--- src/rtl/core/epcv_pkg.sv ---
// Package: constants, state and command types of the centroid speed block.
`default_nettype none
package epcv_pkg;

  localparam logic [16:0] MAX_PACKET_EVENTS = 17'd65536;
  localparam int          FRAC_BITS         = 8;
  localparam logic [19:0] US_PER_S          = 20'd1000000;
  localparam logic [47:0] MASK48            = 48'hFFFF_FFFF_FFFF;
  localparam logic [5:0]  DIV_STEPS         = 6'd48;
  localparam logic [5:0]  ROOT_STEPS        = 6'd25;

  typedef enum logic [3:0] {
    ST_IDLE,
    ST_LD_COL,
    ST_DV_COL,
    ST_LD_ROW,
    ST_DV_ROW,
    ST_SQ_C,
    ST_SQ_R,
    ST_ROOT_LD,
    ST_ROOT,
    ST_SCALE,
    ST_LD_SPD,
    ST_DV_SPD,
    ST_DONE
  } state_t;

  typedef enum logic [3:0] {
    OP_NONE,
    OP_LOAD_COL,
    OP_LOAD_ROW,
    OP_DIV_STEP,
    OP_SQ_C,
    OP_SQ_R,
    OP_ROOT_LOAD,
    OP_ROOT_STEP,
    OP_SCALE,
    OP_LOAD_SPD,
    OP_FINISH
  } dp_op_t;

  typedef struct packed {
    logic   accept;
    dp_op_t op;
  } dp_cmd_t;

  typedef struct packed {
    logic out_free;
  } dp_stat_t;

endpackage
`default_nettype wire

--- src/rtl/core/epcv_ctrl.sv ---
// Controller: sequences accumulation, divisions, root and result handoff.
`default_nettype none
module epcv_ctrl (
  input  wire                clk,
  input  wire                rst,
  input  wire                evt_valid,
  input  wire                end_of_packet,
  input  wire                empty_packet,
  input  epcv_pkg::dp_stat_t stat,
  output logic               evt_stall,
  output epcv_pkg::dp_cmd_t  cmd
);
  import epcv_pkg::*;

  state_t     state, state_next;
  logic [5:0] cnt, cnt_next;

  always_ff @(posedge clk) begin
    if (rst) begin
      state <= ST_IDLE;
      cnt   <= '0;
    end else begin
      state <= state_next;
      cnt   <= cnt_next;
    end
  end

  always_comb begin
    state_next = state;
    cnt_next   = '0;
    evt_stall  = 1'b1;
    cmd.accept = 1'b0;
    cmd.op     = OP_NONE;
    case (state)
      ST_IDLE: begin
        evt_stall = 1'b0;
        if (evt_valid) begin
          cmd.accept = 1'b1;
          if (empty_packet) state_next = ST_DONE;
          else if (end_of_packet) state_next = ST_LD_COL;
        end
      end
      ST_LD_COL: begin
        cmd.op = OP_LOAD_COL;
        state_next = ST_DV_COL;
      end
      ST_DV_COL: begin
        cmd.op = OP_DIV_STEP;
        cnt_next = cnt + 6'd1;
        if (cnt == DIV_STEPS - 6'd1) begin
          cnt_next = '0;
          state_next = ST_LD_ROW;
        end
      end
      ST_LD_ROW: begin
        cmd.op = OP_LOAD_ROW;
        state_next = ST_DV_ROW;
      end
      ST_DV_ROW: begin
        cmd.op = OP_DIV_STEP;
        cnt_next = cnt + 6'd1;
        if (cnt == DIV_STEPS - 6'd1) begin
          cnt_next = '0;
          state_next = ST_SQ_C;
        end
      end
      ST_SQ_C: begin
        cmd.op = OP_SQ_C;
        state_next = ST_SQ_R;
      end
      ST_SQ_R: begin
        cmd.op = OP_SQ_R;
        state_next = ST_ROOT_LD;
      end
      ST_ROOT_LD: begin
        cmd.op = OP_ROOT_LOAD;
        state_next = ST_ROOT;
      end
      ST_ROOT: begin
        cmd.op = OP_ROOT_STEP;
        cnt_next = cnt + 6'd1;
        if (cnt == ROOT_STEPS - 6'd1) begin
          cnt_next = '0;
          state_next = ST_SCALE;
        end
      end
      ST_SCALE: begin
        cmd.op = OP_SCALE;
        state_next = ST_LD_SPD;
      end
      ST_LD_SPD: begin
        cmd.op = OP_LOAD_SPD;
        state_next = ST_DV_SPD;
      end
      ST_DV_SPD: begin
        cmd.op = OP_DIV_STEP;
        cnt_next = cnt + 6'd1;
        if (cnt == DIV_STEPS - 6'd1) begin
          cnt_next = '0;
          state_next = ST_DONE;
        end
      end
      ST_DONE: begin
        if (stat.out_free) begin
          cmd.op = OP_FINISH;
          state_next = ST_IDLE;
        end
      end
      default: state_next = ST_IDLE;
    endcase
  end

endmodule
`default_nettype wire

--- config.mk ---
export PLATFORM = sky130hd
export DESIGN_NAME = epcv_ctrl
export DESIGN_NICKNAME = d
export VERILOG_FILES = /design/src/rtl/core/epcv_pkg.sv /design/src/rtl/core/epcv_ctrl.sv
export SDC_FILE = /design/constraint.sdc
export NUM_CORES = 1
export LEC_CHECK = 0
export BUFFER_PORTS_ARGS = -buffer_cell sky130_fd_sc_hd__buf_4
export CAP_MARGIN = 20
export CORE_MARGIN = 8
export CORE_UTILIZATION = 54
export DETAILED_ROUTE_END_ITERATION = 8
export PLACE_DENSITY = 0.73
export SLEW_MARGIN = 25
export SYNTH_ARGS = -nofsm -noshare
export SYNTH_HDL_FRONTEND = slang
export SYNTH_SLANG_ARGS = --single-unit
--- constraint.sdc ---
create_clock -name clk -period 2.6 [get_ports clk]
set_clock_uncertainty 0.2 [all_clocks]
set_input_delay 0.26 -clock clk [delete_from_list [all_inputs] [get_ports clk]]
set_output_delay 0.26 -clock clk [all_outputs]
set_load 0.01 [all_outputs]
== Word-level counts from Yosys, hierarchy flattened ==
Cells that the tools add are included.

* Equal/unequal tests: 21
* Reduce and logical (&&, ||, !) cells: 3
* Add/subtract/negate cells: 1
* Muxes and demuxes: 17

{| class="wikitable"
|+ Operators with widths
! operator !! count
|-
| one-hot mux 4 bit (13 select lines) || 1
|-
| one-hot mux 4 bit (10 select lines) || 1
|-
| 2-to-1 mux 4 bit || 9
|-
| equality test 4 bit (second input constant) || 5
|-
| equality test 4 x 3 -> 1 bit (second input constant) || 4
|-
| 2-to-1 mux 6 bit || 2
|-
| != test 2 bit (second input constant) || 6
|-
| one-hot mux 6 bit (2 select lines) || 1
|-
| equality test 4 x 2 -> 1 bit (second input constant) || 2
|-
| AND reduction 7 bit || 1
|-
| adder 6 x 1 -> 6 bit (second input constant) || 1
|-
| equality test 6 x 5 -> 1 bit (second input constant) || 1
|-
| equality test 6 bit (second input constant) || 1
|-
| equality test 4 x 1 -> 1 bit (second input constant) || 1
|-
| logical NOT 4 bit || 1
|-
| 2-to-1 mux 1 bit || 3
|-
| != test 3 bit (second input constant) || 1
|-
| OR reduction 3 bit || 1
|}

* Input port bits: 6
* Output and inout bits: 6
* Word-level logic and storage cells: 44
* Bits in registers: 10

== Longest topological paths before layout ==
* Depth in word-level cells: 4
* Mapped depth: 7
* Depth with buffers taken out: 7

== Worst setup path after synthesis ==
No wires, ideal clock.

* Path kind: reg2reg
* Start: register cnt[0]
* End: register state[3]
* Cell stages (with the launch flop): 7
* Path slack: 0.790 ns
* Data required time: 2.330 ns
* Clock period less this slack: 1.810 ns
* Buffers on the path: 0
* Data arrival time: 1.540 ns
* Library setup time: 0.070 ns
* Cells stage by stage: dfxtp_1 ha_1 nand3_1 o2bb2ai_1 a21oi_1 or4_1 a21oi_1

* Word-level cells in the longest chain between the ends: 3
* Elaborated cells on any way between the ends: 7
* Those cells by class: 6 x eq/ne; 1 x reduce/logical

{| class="wikitable"
|+ Ends and longest elaborated chain
! element !! RTL line !! source
|-
| from (decl) || epcv_ctrl.sv:16 || <nowiki>logic [5:0] cnt, cnt_next;</nowiki>
|-
| from (signal assigned) || epcv_ctrl.sv:24 || <nowiki>cnt <= cnt_next;</nowiki>
|-
| equality test 6 x 5 -> 1 bit / equality test 6 bit (equally long branches) || n/a ||
|-
| != test 2 bit (no source line) || n/a ||
|-
| AND reduction 7 bit (no source line) * || n/a ||
|-
| to (signal assigned) || epcv_ctrl.sv:23 || <nowiki>state <= state_next;</nowiki>
|-
| to (decl) || epcv_ctrl.sv:15 || <nowiki>state_t state, state_next;</nowiki>
|}

Mark *: on every way between the ends. The rest lies on a longest branch, timed or not.
A chain may end at the register's enable or synchronous reset.

== Final worst setup path ==
* Start: register state[1]
* End: register state[3]

* Word-level cells in the longest chain between the ends: 3
* Elaborated cells on any way between the ends: 22
* Those cells by class: 19 x eq/ne; 1 x mux; 2 x reduce/logical

{| class="wikitable"
|+ Ends and longest elaborated chain
! element !! RTL line !! source
|-
| equality test 4 bit (tied with other cells) || epcv_ctrl.sv:34 || <nowiki>case (state)</nowiki>
|-
| != test 2 bit (no source line) / != test 3 bit (equally long branches) || n/a ||
|-
| AND reduction 7 bit (no source line) || n/a ||
|}

Parallel ways exist; a longest one is shown, timed or not.

==> impl_metrics.yaml <==
global_route:
  grt_use_total_pct: 13.2
  first_pass_grt_wire_length_microns: 2910
  grt_antenna_before_repair: 0
  grt_remaining_overflow: 0
  first_global_vias: 678
  grt_max_degree: 22
final_layout:
  fill_cell_total_of_the_finished_layout: 129
  num_antenna_cells: 0
  final_cells: 127
  area_taken_by_multi_input_logic_gates_sq_um: 502
  ff_latch_area_sq_um: 200
  final_nets: 121
  layout-drive-gt1-share_pct: 17.0
  post-route-cell-area_sq_um: 876
  area_overhead_of_the_layout_relative_to_synthesis_pct: 14.6
place:
  place.port_buffers: 11
  post_placement_cell_area_sq_um: 830
  place_congestion: 0.859
  post-place-cells: 122
  dp_slack_ps: 523
  dpl_hpwl_microns: 1230
yosys:
  synth_area_sq_um: 764
  synth-edff-count: 0
  mean_area_per_synthesized_cell_sq_um: 7.49
  async_reset_ff_share_pct: 0
  synth.top_cell.area_share_pct: 26.2
  netlist.top_cell.by_area: "sky130_fd_sc_hd__dfxtp_1"
  synth-seq-cells: 10
  synthFlopType: "sky130_fd_sc_hd__dfxtp_1"
  postSynthCellCount: 102
  syn-num-nets: 110
  seq_area_frac_synth_pct: 26.2
  ys_warn_count: 0
  synth_cell_types: 40
  yosys-top-cells-area: "sky130_fd_sc_hd__dfxtp_1 (26%), sky130_fd_sc_hd__nor2_1 (5.4%), sky130_fd_sc_hd__a21oi_1 (5.2%)"
clock_tree:
  ctsResizeCount: 0
  cts_buffers: 3
  cts_h_tree_lvls: 1
  clk_root_buffer_cell: "sky130_fd_sc_hd__clkbuf_4"
  insertion_delay_ps: 270
  clk_slew_on_worst_s_h_paths_ps: 60
  numClockSinks: 10
  clock_tree_from_tritoncts: "done"
  clk_path_buf_depth: 2
sta:
  maxSlewHeadroom_pct: 63.1
  slew_viol_final: 0
  tightest_slew_ps: 553
  tns_ps: 0
  setup_repair_after_global_routing_missed_its_margin: "false"
  report.final.hold_viol_count: 0
  timing.final.crit_period_ps: 2130
  fin_crit_sh_pct: 81.8
  setup_ws_ps: 472
  number_of_failing_setup_endpoints_in_the_final_timing_report: 0
  clock.fmax_mhz: 470
drt:
  route.detailed.drc: 0
  wl_per_cell_microns: 13.2
  vias: 745
  drt.antenna.violating_nets: 0
  first_iter_violations: 26
  drt_pre_antenna_iters: 4
  vias_per_cell: 5.87
  routed_wl_microns: 1680
power_and_ir_drop:
  share_seq_of_total_power_pct: 31.9
  share_comb_of_total_power_pct: 50.1
  power_frac_clock_pct: 17.9
  switching_share_pct: 40.9
  netSwitchingPower_mw: 0.316
  fin_total_pwr_mw: 0.773
  internal_power_mw: 0.457
  power_density_nw_per_um2: 883
  p_leak_nw: 0.334
  ir_worst_vdd_mv: 0.438
floorplanning:
  die_w_microns: 53.6
  top_level_i_o_count: 12
  initial_core_util_pct: 58.0
  floorplan.core_area_sq_um: 1320
  die_area_sq_um: 2880
  floorplan.die.height_microns: 53.6
  row_count: 13
worst_setup_path:
  path_common_cell: "sky130_fd_sc_hd__a21oi_1"
  critical_path.slowest_cell: "sky130_fd_sc_hd__dfxtp_1"
  worst_path_maximum_fanout: 18
  worstPathArrival_ps: 2130
  setup.worst_path.end_class: "flip-flop"
  buffer_and_inverter_count_on_the_worst_path: 0
  crit_type: "flip-flop to flip-flop"
  crit_path_start_kind: "flip-flop"
  crit_family: "simple AND/OR/NAND/NOR gates"
  cp_data_required_time_ps: 2600
  slowest_delay_ps: 660
  cp_cell_sequence: "nor2_1 > o211ai_1 > a21oi_1 > or4_1 > a21oi_1"
hold_path:
  min-delay-path-class: "primary input to flip-flop"
flow_run:
  max_cap_viol_count: 0
status:
  status: "completed"
==> worst register-to-register path, cell delays in order (launching register included) <==
cell and delay, ps:
sky130_fd_sc_hd__dfxtp_1 660, sky130_fd_sc_hd__nor2_1 230, sky130_fd_sc_hd__o211ai_1 200, sky130_fd_sc_hd__a21oi_1 140
sky130_fd_sc_hd__or4_1 520, sky130_fd_sc_hd__a21oi_1 130
==> per-layer routing <==
layer,up-vias,track usage [%],routed length (microns)
li1,393,-,-
met1,335,16.5,832
met2,12,20.1,743
met3,5,4.96,86
met4,0,4.62,14
met5,-,0,0
==> cell families (layout without fill, tap and decap cells) <==
group,Yosys count,in the layout,synth area share [%]
AND/OR/NAND/NOR,41,41,28.8
flip-flops,10,10,26.2
XOR/XNOR,4,4,4.58
buffers and inverters,12,22,8.18
AO/OA/AOI/OAI,33,33,29.0
adder cells (fa/ha/maj),2,2,3.27
==> power by group through the flow <==
stage	Clock (mW)	Combinational [mW]	Sequential (mW)
finish	0.139	0.388	0.247
global route	0.154	0.433	0.255
CTS	0.141	0.391	0.244
detailed placement	0	0.385	0.248
global placement	0	0.384	0.248
floorplan	0	0.335	0.191
==> metrics by stage <==
| step | hold WS [ps] | utilization [%] |
|---|---|---|
| floorplan | 129 | - |
| global placement | 245 | 63.0 |
| detailed placement | 254 | 63.0 |
| CTS | 245 | 66.5 |
| global route | 263 | 66.5 |
| finish | 253 | 66.5 |
==> sequential cells by signal (all words and copies together) (netlist names) <==
signal	cells
cnt	6
state	4
==> cells in the mapped netlist, types with 2 or more instances <==
cell and count:
sky130_fd_sc_hd__inv_1 5, sky130_fd_sc_hd__dfxtp_1 10, sky130_fd_sc_hd__o21ai_1 2, sky130_fd_sc_hd__o22ai_1 2, sky130_fd_sc_hd__or3_1 3, sky130_fd_sc_hd__ha_1 2, sky130_fd_sc_hd__nand2b_1 5, sky130_fd_sc_hd__a21oi_1 8
sky130_fd_sc_hd__clkbuf_1 3, sky130_fd_sc_hd__nor2_1 11, sky130_fd_sc_hd__and2_1 2, sky130_fd_sc_hd__or4_1 2, sky130_fd_sc_hd__a31oi_1 2, sky130_fd_sc_hd__buf_2 2, sky130_fd_sc_hd__o21ai_0 6, sky130_fd_sc_hd__nand3_1 4
sky130_fd_sc_hd__buf_6 2, sky130_fd_sc_hd__xor2_1 3, sky130_fd_sc_hd__nand2_1 7
==> cell usage in the layout (no fill, tap or decap), types with 2 or more instances in the layout <==
cell / instances
sky130_fd_sc_hd__a21oi_1: 8
sky130_fd_sc_hd__a31oi_1: 2
sky130_fd_sc_hd__and2_1: 2
sky130_fd_sc_hd__buf_4: 12
sky130_fd_sc_hd__clkbuf_4: 3
sky130_fd_sc_hd__dfxtp_1: 10
sky130_fd_sc_hd__ha_1: 2
sky130_fd_sc_hd__inv_1: 5
sky130_fd_sc_hd__nand2_1: 7
sky130_fd_sc_hd__nand2b_1: 5
sky130_fd_sc_hd__nand3_1: 4
sky130_fd_sc_hd__nor2_1: 11
sky130_fd_sc_hd__o21ai_0: 6
sky130_fd_sc_hd__o21ai_1: 2
sky130_fd_sc_hd__o22ai_1: 2
sky130_fd_sc_hd__or3_1: 3
sky130_fd_sc_hd__or4_1: 2
sky130_fd_sc_hd__xor2_1: 3
==> worst paths after layout <==
check / endpoint / slack [ps] / from / cells after the start
setup / recovery: state[3] / 470 / state[1] / 5
hold / removal: state[2] / 250 / stat / 5
hold reg to reg: cnt[0] / 260 / cnt[0] / 1
setup reg to reg: state[3] / 470 / state[1] / 5
==> what timing repair did <==
| item | CTS | global route |
|---|---|---|
| endpoints found under the hold margin | 3 | 0 |
| hold buffers | 1 | 0 |
| setup buffers | 0 | 0 |
==> final cells by class <==
class | count | area share (%)
multi-input combinational | 80 | 57.3
sequential | 10 | 22.9
timing repair buffer | 13 | 11.4
clock buffer | 4 | 4.14
inverter | 5 | 2.14
tap | 15 | 2.14
(Power assumes the default switching activity.)
