--- src/rtl/core/epcv_pkg.sv ---
// Package: constants, state and command types of the centroid speed block.
`default_nettype none
package epcv_pkg;

  localparam logic [16:0] MAX_PACKET_EVENTS = 17'd65536;
  localparam int          FRAC_BITS         = 8;
  localparam logic [19:0] US_PER_S          = 20'd1000000;
  localparam logic [47:0] MASK48            = 48'hFFFF_FFFF_FFFF;
  localparam logic [5:0]  DIV_STEPS         = 6'd48;
  localparam logic [5:0]  ROOT_STEPS        = 6'd25;

  typedef enum logic [3:0] {
    ST_IDLE,
    ST_LD_COL,
    ST_DV_COL,
    ST_LD_ROW,
    ST_DV_ROW,
    ST_SQ_C,
    ST_SQ_R,
    ST_ROOT_LD,
    ST_ROOT,
    ST_SCALE,
    ST_LD_SPD,
    ST_DV_SPD,
    ST_DONE
  } state_t;

  typedef enum logic [3:0] {
    OP_NONE,
    OP_LOAD_COL,
    OP_LOAD_ROW,
    OP_DIV_STEP,
    OP_SQ_C,
    OP_SQ_R,
    OP_ROOT_LOAD,
    OP_ROOT_STEP,
    OP_SCALE,
    OP_LOAD_SPD,
    OP_FINISH
  } dp_op_t;

  typedef struct packed {
    logic   accept;
    dp_op_t op;
  } dp_cmd_t;

  typedef struct packed {
    logic out_free;
  } dp_stat_t;

endpackage
`default_nettype wire

--- src/rtl/core/epcv_dp.sv ---
// Datapath: packet sums, shared divider, square root and result register.
`default_nettype none
module epcv_dp (
  input  wire               clk,
  input  wire               rst,
  input  epcv_pkg::dp_cmd_t cmd,
  input  wire        [15:0] pos_x,
  input  wire        [15:0] pos_y,
  input  wire        [63:0] time_us,
  input  wire               empty_packet,
  input  wire               res_stall,
  output epcv_pkg::dp_stat_t stat,
  output logic              res_valid,
  output logic       [47:0] speed_q8,
  output logic       [47:0] total_events,
  output logic              packet_overflow
);
  import epcv_pkg::*;

  logic [31:0] sum_col, sum_row;
  logic [16:0] packet_count;
  logic [63:0] packet_last_time, prev_time;
  logic [23:0] prev_centroid_col, prev_centroid_row, ccol, crow;
  logic [47:0] event_total;
  logic        dropped, item_empty, spd_ok;

  logic [63:0] dv_rem, dv_den;
  logic [47:0] dv_quo;
  logic [48:0] sq_acc;
  logic [49:0] rt_op, rt_res, rt_one;
  logic [44:0] prod;

  logic [64:0] dv_trial;
  logic        dv_ge;
  logic [49:0] rt_t;
  logic [23:0] dc, dr;
  logic [47:0] dc_sq, dr_sq;
  logic [63:0] gap;
  logic [48:0] total_sum;
  logic [47:0] total_new;

  assign dv_trial  = {dv_rem, dv_quo[47]};
  assign dv_ge     = dv_trial >= {1'b0, dv_den};
  assign rt_t      = rt_res + rt_one;
  assign dc        = (ccol >= prev_centroid_col) ? ccol - prev_centroid_col
                                                 : prev_centroid_col - ccol;
  assign dr        = (crow >= prev_centroid_row) ? crow - prev_centroid_row
                                                 : prev_centroid_row - crow;
  assign dc_sq     = dc * dc;
  assign dr_sq     = dr * dr;
  assign gap       = packet_last_time - prev_time;
  assign total_sum = {1'b0, event_total} + {32'd0, packet_count};
  assign total_new = (total_sum > {1'b0, MASK48}) ? MASK48 : total_sum[47:0];
  assign stat.out_free = !res_valid || !res_stall;

  always_ff @(posedge clk) begin
    if (rst) begin
      sum_col           <= '0;
      sum_row           <= '0;
      packet_count      <= '0;
      packet_last_time  <= '0;
      prev_centroid_col <= '0;
      prev_centroid_row <= '0;
      prev_time         <= '0;
      event_total       <= '0;
      dropped           <= 1'b0;
      item_empty        <= 1'b0;
      res_valid         <= 1'b0;
    end else begin
      if (cmd.op == OP_FINISH) res_valid <= 1'b1;
      else if (!res_stall) res_valid <= 1'b0;
      if (cmd.accept) begin
        item_empty <= empty_packet;
        if (!empty_packet) begin
          if (packet_count < MAX_PACKET_EVENTS) begin
            sum_col      <= sum_col + {16'd0, pos_x};
            sum_row      <= sum_row + {16'd0, pos_y};
            packet_count <= packet_count + 17'd1;
          end else begin
            dropped <= 1'b1;
          end
          packet_last_time <= time_us;
        end
      end
      if (cmd.op == OP_FINISH) begin
        if (item_empty) begin
          speed_q8        <= '0;
          total_events    <= event_total;
          packet_overflow <= 1'b0;
        end else begin
          speed_q8          <= spd_ok ? dv_quo : '0;
          total_events      <= total_new;
          packet_overflow   <= dropped;
          event_total       <= total_new;
          prev_centroid_col <= ccol;
          prev_centroid_row <= crow;
          prev_time         <= packet_last_time;
          sum_col           <= '0;
          sum_row           <= '0;
          packet_count      <= '0;
          dropped           <= 1'b0;
        end
      end
    end
  end

  always_ff @(posedge clk) begin
    case (cmd.op)
      OP_LOAD_COL: begin
        dv_rem <= '0;
        dv_den <= {47'd0, packet_count};
        dv_quo <= {8'd0, sum_col, 8'd0} + {32'd0, packet_count[16:1]};
      end
      OP_LOAD_ROW: begin
        ccol   <= dv_quo[23:0];
        dv_rem <= '0;
        dv_den <= {47'd0, packet_count};
        dv_quo <= {8'd0, sum_row, 8'd0} + {32'd0, packet_count[16:1]};
      end
      OP_DIV_STEP: begin
        dv_rem <= dv_ge ? 64'(dv_trial - {1'b0, dv_den}) : dv_trial[63:0];
        dv_quo <= {dv_quo[46:0], dv_ge};
      end
      OP_SQ_C: begin
        crow   <= dv_quo[23:0];
        sq_acc <= {1'b0, dc_sq};
      end
      OP_SQ_R: sq_acc <= sq_acc + {1'b0, dr_sq};
      OP_ROOT_LOAD: begin
        rt_op  <= {1'b0, sq_acc};
        rt_res <= '0;
        rt_one <= 50'd1 << 48;
      end
      OP_ROOT_STEP: begin
        if (rt_op >= rt_t) begin
          rt_op  <= rt_op - rt_t;
          rt_res <= (rt_res >> 1) + rt_one;
        end else begin
          rt_res <= rt_res >> 1;
        end
        rt_one <= rt_one >> 2;
      end
      OP_SCALE: prod <= rt_res[24:0] * US_PER_S;
      OP_LOAD_SPD: begin
        spd_ok <= (event_total != '0) && (packet_last_time > prev_time) &&
                  (gap > 64'd1);
        dv_rem <= '0;
        dv_den <= gap;
        dv_quo <= {3'd0, prod};
      end
      default: ;
    endcase
  end

endmodule
`default_nettype wire

--- config.mk ---
export PLATFORM = sky130hd
export DESIGN_NAME = epcv_dp
export DESIGN_NICKNAME = d
export VERILOG_FILES = /design/src/rtl/core/epcv_pkg.sv /design/src/rtl/core/epcv_dp.sv
export SDC_FILE = /design/constraint.sdc
export NUM_CORES = 2
export LEC_CHECK = 0
export BUFFER_PORTS_ARGS = -buffer_cell sky130_fd_sc_hd__buf_4
export CORE_UTILIZATION = 50
export DETAILED_ROUTE_END_ITERATION = 6
export PLACE_DENSITY = 0.66
export SLEW_MARGIN = 20
export SYNTH_ARGS = -nofsm -noshare
export SYNTH_HDL_FRONTEND = slang
export SYNTH_SLANG_ARGS = --single-unit
--- constraint.sdc ---
create_clock -name clk -period 14.1 [get_ports clk]
set_input_delay 2.82 -clock clk [delete_from_list [all_inputs] [get_ports clk]]
set_output_delay 2.82 -clock clk [all_outputs]
set_load 0.01 [all_outputs]
# Word level (Yosys, flattened, before mapping)
# Index checks and enable logic that the tools add are counted.
dict set report word_totals {
  elab_cells 122
  memories 0
  ramBits 0
  register_bits 868
  latch_bits 0
  rom_bits 0
}
dict set report classes {
  shifts 0
  n_lt_le_gt_ge 8
  div_mod_pow 0
  n_eq_ne 12
  reduce_logical 18
  n_addsub 16
  n_mux 36
  n_bitwise 4
  mul 3
}
# operator n
set op_table {}
lappend op_table {{32-bit two-way mux} 10}
lappend op_table {{50-bit case mux with 2 select lines} 3}
lappend op_table {{64-bit case mux with 2 select lines} 2}
lappend op_table {{48-bit case mux with 4 select lines} 1}
lappend op_table {{64-bit subtractor} 2}
lappend op_table {{50-bit two-way mux} 2}
lappend op_table {{49-bit case mux with 2 select lines} 1}
lappend op_table {{24-bit by 24-bit multiplier with 48-bit output} 2}
lappend op_table {{48-bit two-way mux} 2}
lappend op_table {{24-bit subtractor} 4}
lappend op_table {{17-bit two-way mux} 5}
lappend op_table {{40-bit by 16-bit adder with 41-bit output} 2}
lappend op_table {{65-bit by 64-bit >= comparator with 1-bit output} 1}
lappend op_table {{32-bit by 16-bit adder with 32-bit output} 2}
lappend op_table {{64-bit by 1-bit greater-than comparator with 1-bit output (second input constant)} 1}
lappend op_table {{64-bit greater-than comparator} 1}
lappend op_table {{64-bit two-way mux} 1}
lappend op_table {{49-bit by 50-bit adder with 50-bit output} 1}
lappend op_table {{50-bit adder} 1}
lappend op_table {{50-bit >= comparator} 1}
lappend op_table {{50-bit subtractor} 1}
lappend op_table {{48-bit by 17-bit adder with 49-bit output} 1}
lappend op_table {{49-bit by 48-bit adder with 49-bit output} 1}
lappend op_table {{49-bit by 48-bit greater-than comparator with 1-bit output (second input constant)} 1}
lappend op_table {{other kinds (22)} 48}

# Depth between registers and ports, before layout
dict set report depth {
  depth_word 6
  depth_mapped 48
  mapped_depth_nobuf 44
}

# Worst setup path before layout
# No wires, ideal clock.
dict set report synth_path {
  kind {reg2reg}
  start {register crow[0]}
  end {register sq_acc[48] (data pin)}
  period_less_slack_ns 10.510
  path_stages_with_launch 43
  setup_slack_ns 3.590
  required_time_ns 13.842
  t_arrival_ns 10.253
  n_path_buf 2
  cell_sequence {edfxtp_1 inv_1 ha_1 inv_1 fa_1 a211oi_2 o21ai_1 a221o_1 a2111oi_2 o21ba_2 buf_2 mux2_2 or2_2 a21oi_1 xor2_1 inv_2 clkbuf_1 nand2_1 [7 not listed] fa_1 inv_1 fa_1 fa_1 inv_1 fa_1 inv_1 ha_1 a21o_1 a21o_1 a21o_1 a41o_1 a41o_1 a2111oi_0 o31ai_1 a221oi_1 nand2b_1 mux2i_1}
}
dict set report synth_between {
  elab_chain_cells 5
  word_cells_on_any_way 7
  cone_classes {add/sub: 3; mul: 1; order compare: 1; mux: 2}
}
# element line_no
set synth_rtl {}
lappend synth_rtl {{start, declared} epcv_dp.sv:23} ;# logic [23:0] prev_centroid_col, prev_centroid_row, ccol, crow;
lappend synth_rtl {{start signal, assigned} epcv_dp.sv:125} ;# crow <= dv_quo[23:0];
lappend synth_rtl {{24-bit subtractor (tied with other cells)} epcv_dp.sv:48} ;# : prev_centroid_row - crow;
lappend synth_rtl {{24-bit two-way mux (*)} epcv_dp.sv:47} ;# assign dr = (crow >= prev_centroid_row) ? crow - prev_centroid_row
lappend synth_rtl {{24-bit by 24-bit multiplier with 48-bit output (*)} epcv_dp.sv:50} ;# assign dr_sq = dr * dr;
lappend synth_rtl {{49-bit by 48-bit adder with 49-bit output (*)} epcv_dp.sv:128} ;# OP_SQ_R: sq_acc <= sq_acc + {1'b0, dr_sq};
lappend synth_rtl {{49-bit case mux with 2 select lines (*)} epcv_dp.sv:108} ;# case (cmd.op)
lappend synth_rtl {{end signal, assigned} epcv_dp.sv:126} ;# sq_acc <= {1'b0, dc_sq};
lappend synth_rtl {{end signal, assigned} epcv_dp.sv:128}
lappend synth_rtl {{end, declared} epcv_dp.sv:29} ;# logic [48:0] sq_acc;
# Mark *: on every way between the ends. The rest lies on a longest branch, timed or not.
# A chain may end at the register's enable or synchronous reset.

# Worst setup path after layout
# Same ends and word-level chain as after synthesis.

==> impl_metrics.py <==
metrics = {
    "critical_path": {
        "r2r_start": "crow[0]",
        "cpMostUsedCell": "inv_1",
        "startpoint_type": "flop",
        "max_stage_delay_ps": 610,
        "crit_arrival_ps": 13060,
        "r2r_end": "sq_acc[48]",
        "crit_slowest_cell": "inv_1",
        "cp.required_ps": 14670,
        "regToRegSetupSlack_ps": 1610,
        "worstSetupPathType": "reg2reg",
        "crit_fanout": 18,
        "reg2reg_depth": 39,
        "end_kind": "flop",
    },
    "clock_network": {
        "clock_latency_ps": 730,
        "cts_setup_buffers": 0,
        "hold_buffers": 0,
        "cts.root.buffer_cell": "clkbuf_16",
        "ctsResizeCount": 0,
        "htreeDepth": 3,
        "cts_max_path_buffers": 3,
        "path_clk_slew_ps": 70,
        "cts_tree": "built",
        "cts.sinks": 843,
        "cts_buffers": 97,
    },
    "routing": {
        "drt_pass1_iterations": 7,
        "wirelength_mm": 275,
        "ant_nets": 0,
        "viasPerCell": 5.67,
        "drt_iter0_drc": 5590,
        "wire_per_inst_um": 20.9,
        "vias": 74668,
        "drc": 1,
    },
    "floorplanning": {
        "fp.dieH_um": 434,
        "die_x_um": 434,
        "dieArea_um2": 188000,
        "initial_core_util_pct": 50.3,
        "placementRows": 158,
        "io_pins": 204,
        "core_area_um2": 185000,
    },
    "yosys": {
        "yosysSeqAreaShare_pct": 23.8,
        "ys_types": 90,
        "synth_fp_nets": 12559,
        "yosysWarnings": 0,
        "synth_seq_cells": 843,
        "synth_area_um2": 93300,
        "yosysTopAreaCellShare_pct": 21.7,
        "synth_flop_cell": "edfxtp_1",
        "syn_avg_cell_area_um2": 8.81,
        "synthTopCellsByArea": "fa_1 22%, edfxtp_1 17%, ha_1 12%",
        "synthCells": 10584,
        "synth_edf_count": 535,
        "synth_top_area_cell": "fa_1",
        "ys_async_sr_fraction_pct": 0,
    },
    "sta": {
        "fin_crit_ps": 12490,
        "rsz0062_at_grt": "false",
        "slew_headroom_pct": 27.3,
        "finalSetupViolations": 0,
        "hold_viol": 0,
        "finalClockSkew_ps": 52.1,
        "worstMarginPinSlew_ps": 1080,
        "max_freq_mhz": 80.1,
        "slew_viol_final": 0,
        "post-route-period-util_pct": 88.6,
        "setup_tns_ps": 0,
    },
    "grt": {
        "grt_pass1_wl_mm": 432,
        "grt_start_max_net_pins": 101,
        "grt-ovfl-total": 0,
        "grt_usage_pct": 29.5,
        "grt_pass1_vias": 75956,
        "antenna_found_initial": 12,
    },
    "finish": {
        "mostFrequentLayoutCells": "1,788 x inv_1, 1,251 x nand2_1, 1,010 x fa_1, 860 x ha_1, 789 x a21oi_1",
        "syn2layout_area_growth_pct": 8.03,
        "drive_gt1_share_pct": 5.54,
        "nets": 12575,
        "fin_cells": 13169,
        "layout_commonest_cell": "inv_1",
    },
    "min_path": {
        "hold_path.class": "reg2reg",
        "min_from": "prev_time[44]",
        "whs_path_depth": 2,
        "min_to": "prev_time[44]",
    },
    "job": {
        "drv_cap": 0,
    },
    "run_status": {
        "violations": "DRC",
        "status": "complete, but fails checks",
    },
    "placement": {
        "globalplace.congestion": 0.956,
        "hpwl_mm": 214,
        "dp.cells": 12981,
        "io_buffer_count": 203,
    },
}
-- how the worst max path moves through the flow --
stage,from,to,depth (start not counted)
floorplan,crow[0],sq_acc[48],42
global placement,ccol[0],sq_acc[45],41
detailed placement,ccol[0],sq_acc[45],42
CTS,ccol[0],sq_acc[45],42
global route,ccol[0],sq_acc[45],41
finish,crow[0],sq_acc[48],39
-- final cells by class --
cell class | instances | area [um2]
clock inverters | 54 | 557
well taps | 2480 | 3100
repair buffers | 312 | 2350
diodes | 6 | 15.0
flip-flops and latches | 843 | 22200
multi-input cells | 7540 | 63000
inverters | 1806 | 6780
clock buffers | 128 | 2710
fillers | 17189 | 84700
-- metal layers --
metal	wire, um	global-route usage [%]	share of wire, %
met5	42	0	0.015
met2	127000	48.0	46
met4	13000	13.0	4.7
met1	118000	39.3	43
met3	17700	3.99	6.5
-- state kept, by name (all words and copies together) (netlist names), 49 cells and up --
signal            flops
packet_last_time     64
sq_acc               49
dv_rem               64
dv_den               64
prev_time            64
rt_op                50
rt_res               50
-- metrics by stage --
stage          hold slack [ps]  worst slack, ps  utilization [%]  area [um2]
6_report                   453             1610             54.3      101000
5_1_grt                    466              788             54.3      101000
4_1_cts                    456             1680             54.3      101000
3_5_place_dp               447             1740             52.6       97500
3_3_place_gp               442             1690             52.6       97500
2_1_floorplan              429             3590                -       93300
-- cells in the mapped netlist, types with 97 or more instances --
library cell / n
xnor2_1: 314
fa_1: 1010
xor2_1: 212
a21oi_1: 791
clkbuf_1: 357
o21ai_0: 397
nor3_1: 130
a21o_1: 200
nand2_1: 1255
ha_1: 860
nand4_1: 97
nand3_1: 154
nor2_1: 766
inv_1: 1790
edfxtp_1: 535
and2_1: 135
dfxtp_1: 308
-- kinds of logic (layout without fill, tap and decap cells) --
group	count (synthesis)	count (layout)	share of synthesized area [%]
AOI/OAI and AO/OA	2127	2127	14.2
adders and majority gates	1870	1870	33.2
DFF	843	843	23.8
other	0	6	0
and+or+nand+nor	2951	2951	14.1
xor gates and xnor gates	526	526	4.94
buffers and inverters	2201	2300	8.89
muxes	66	66	0.728
-- critical path, delay by kind of cell (launching register included) --
family                     cells  cell delay, ps
buffers and inverters         10            1180
and+or+nand+nor                5            1550
DFF                            1             410
muxes                          2             560
adders and majority gates     10            4430
xor gates and xnor gates       1             450
AOI/OAI and AO/OA             11            3710
Power is left out: the tool's default activity adds up to more than one toggle a clock period on the data nets, which glitch-free logic cannot reach.
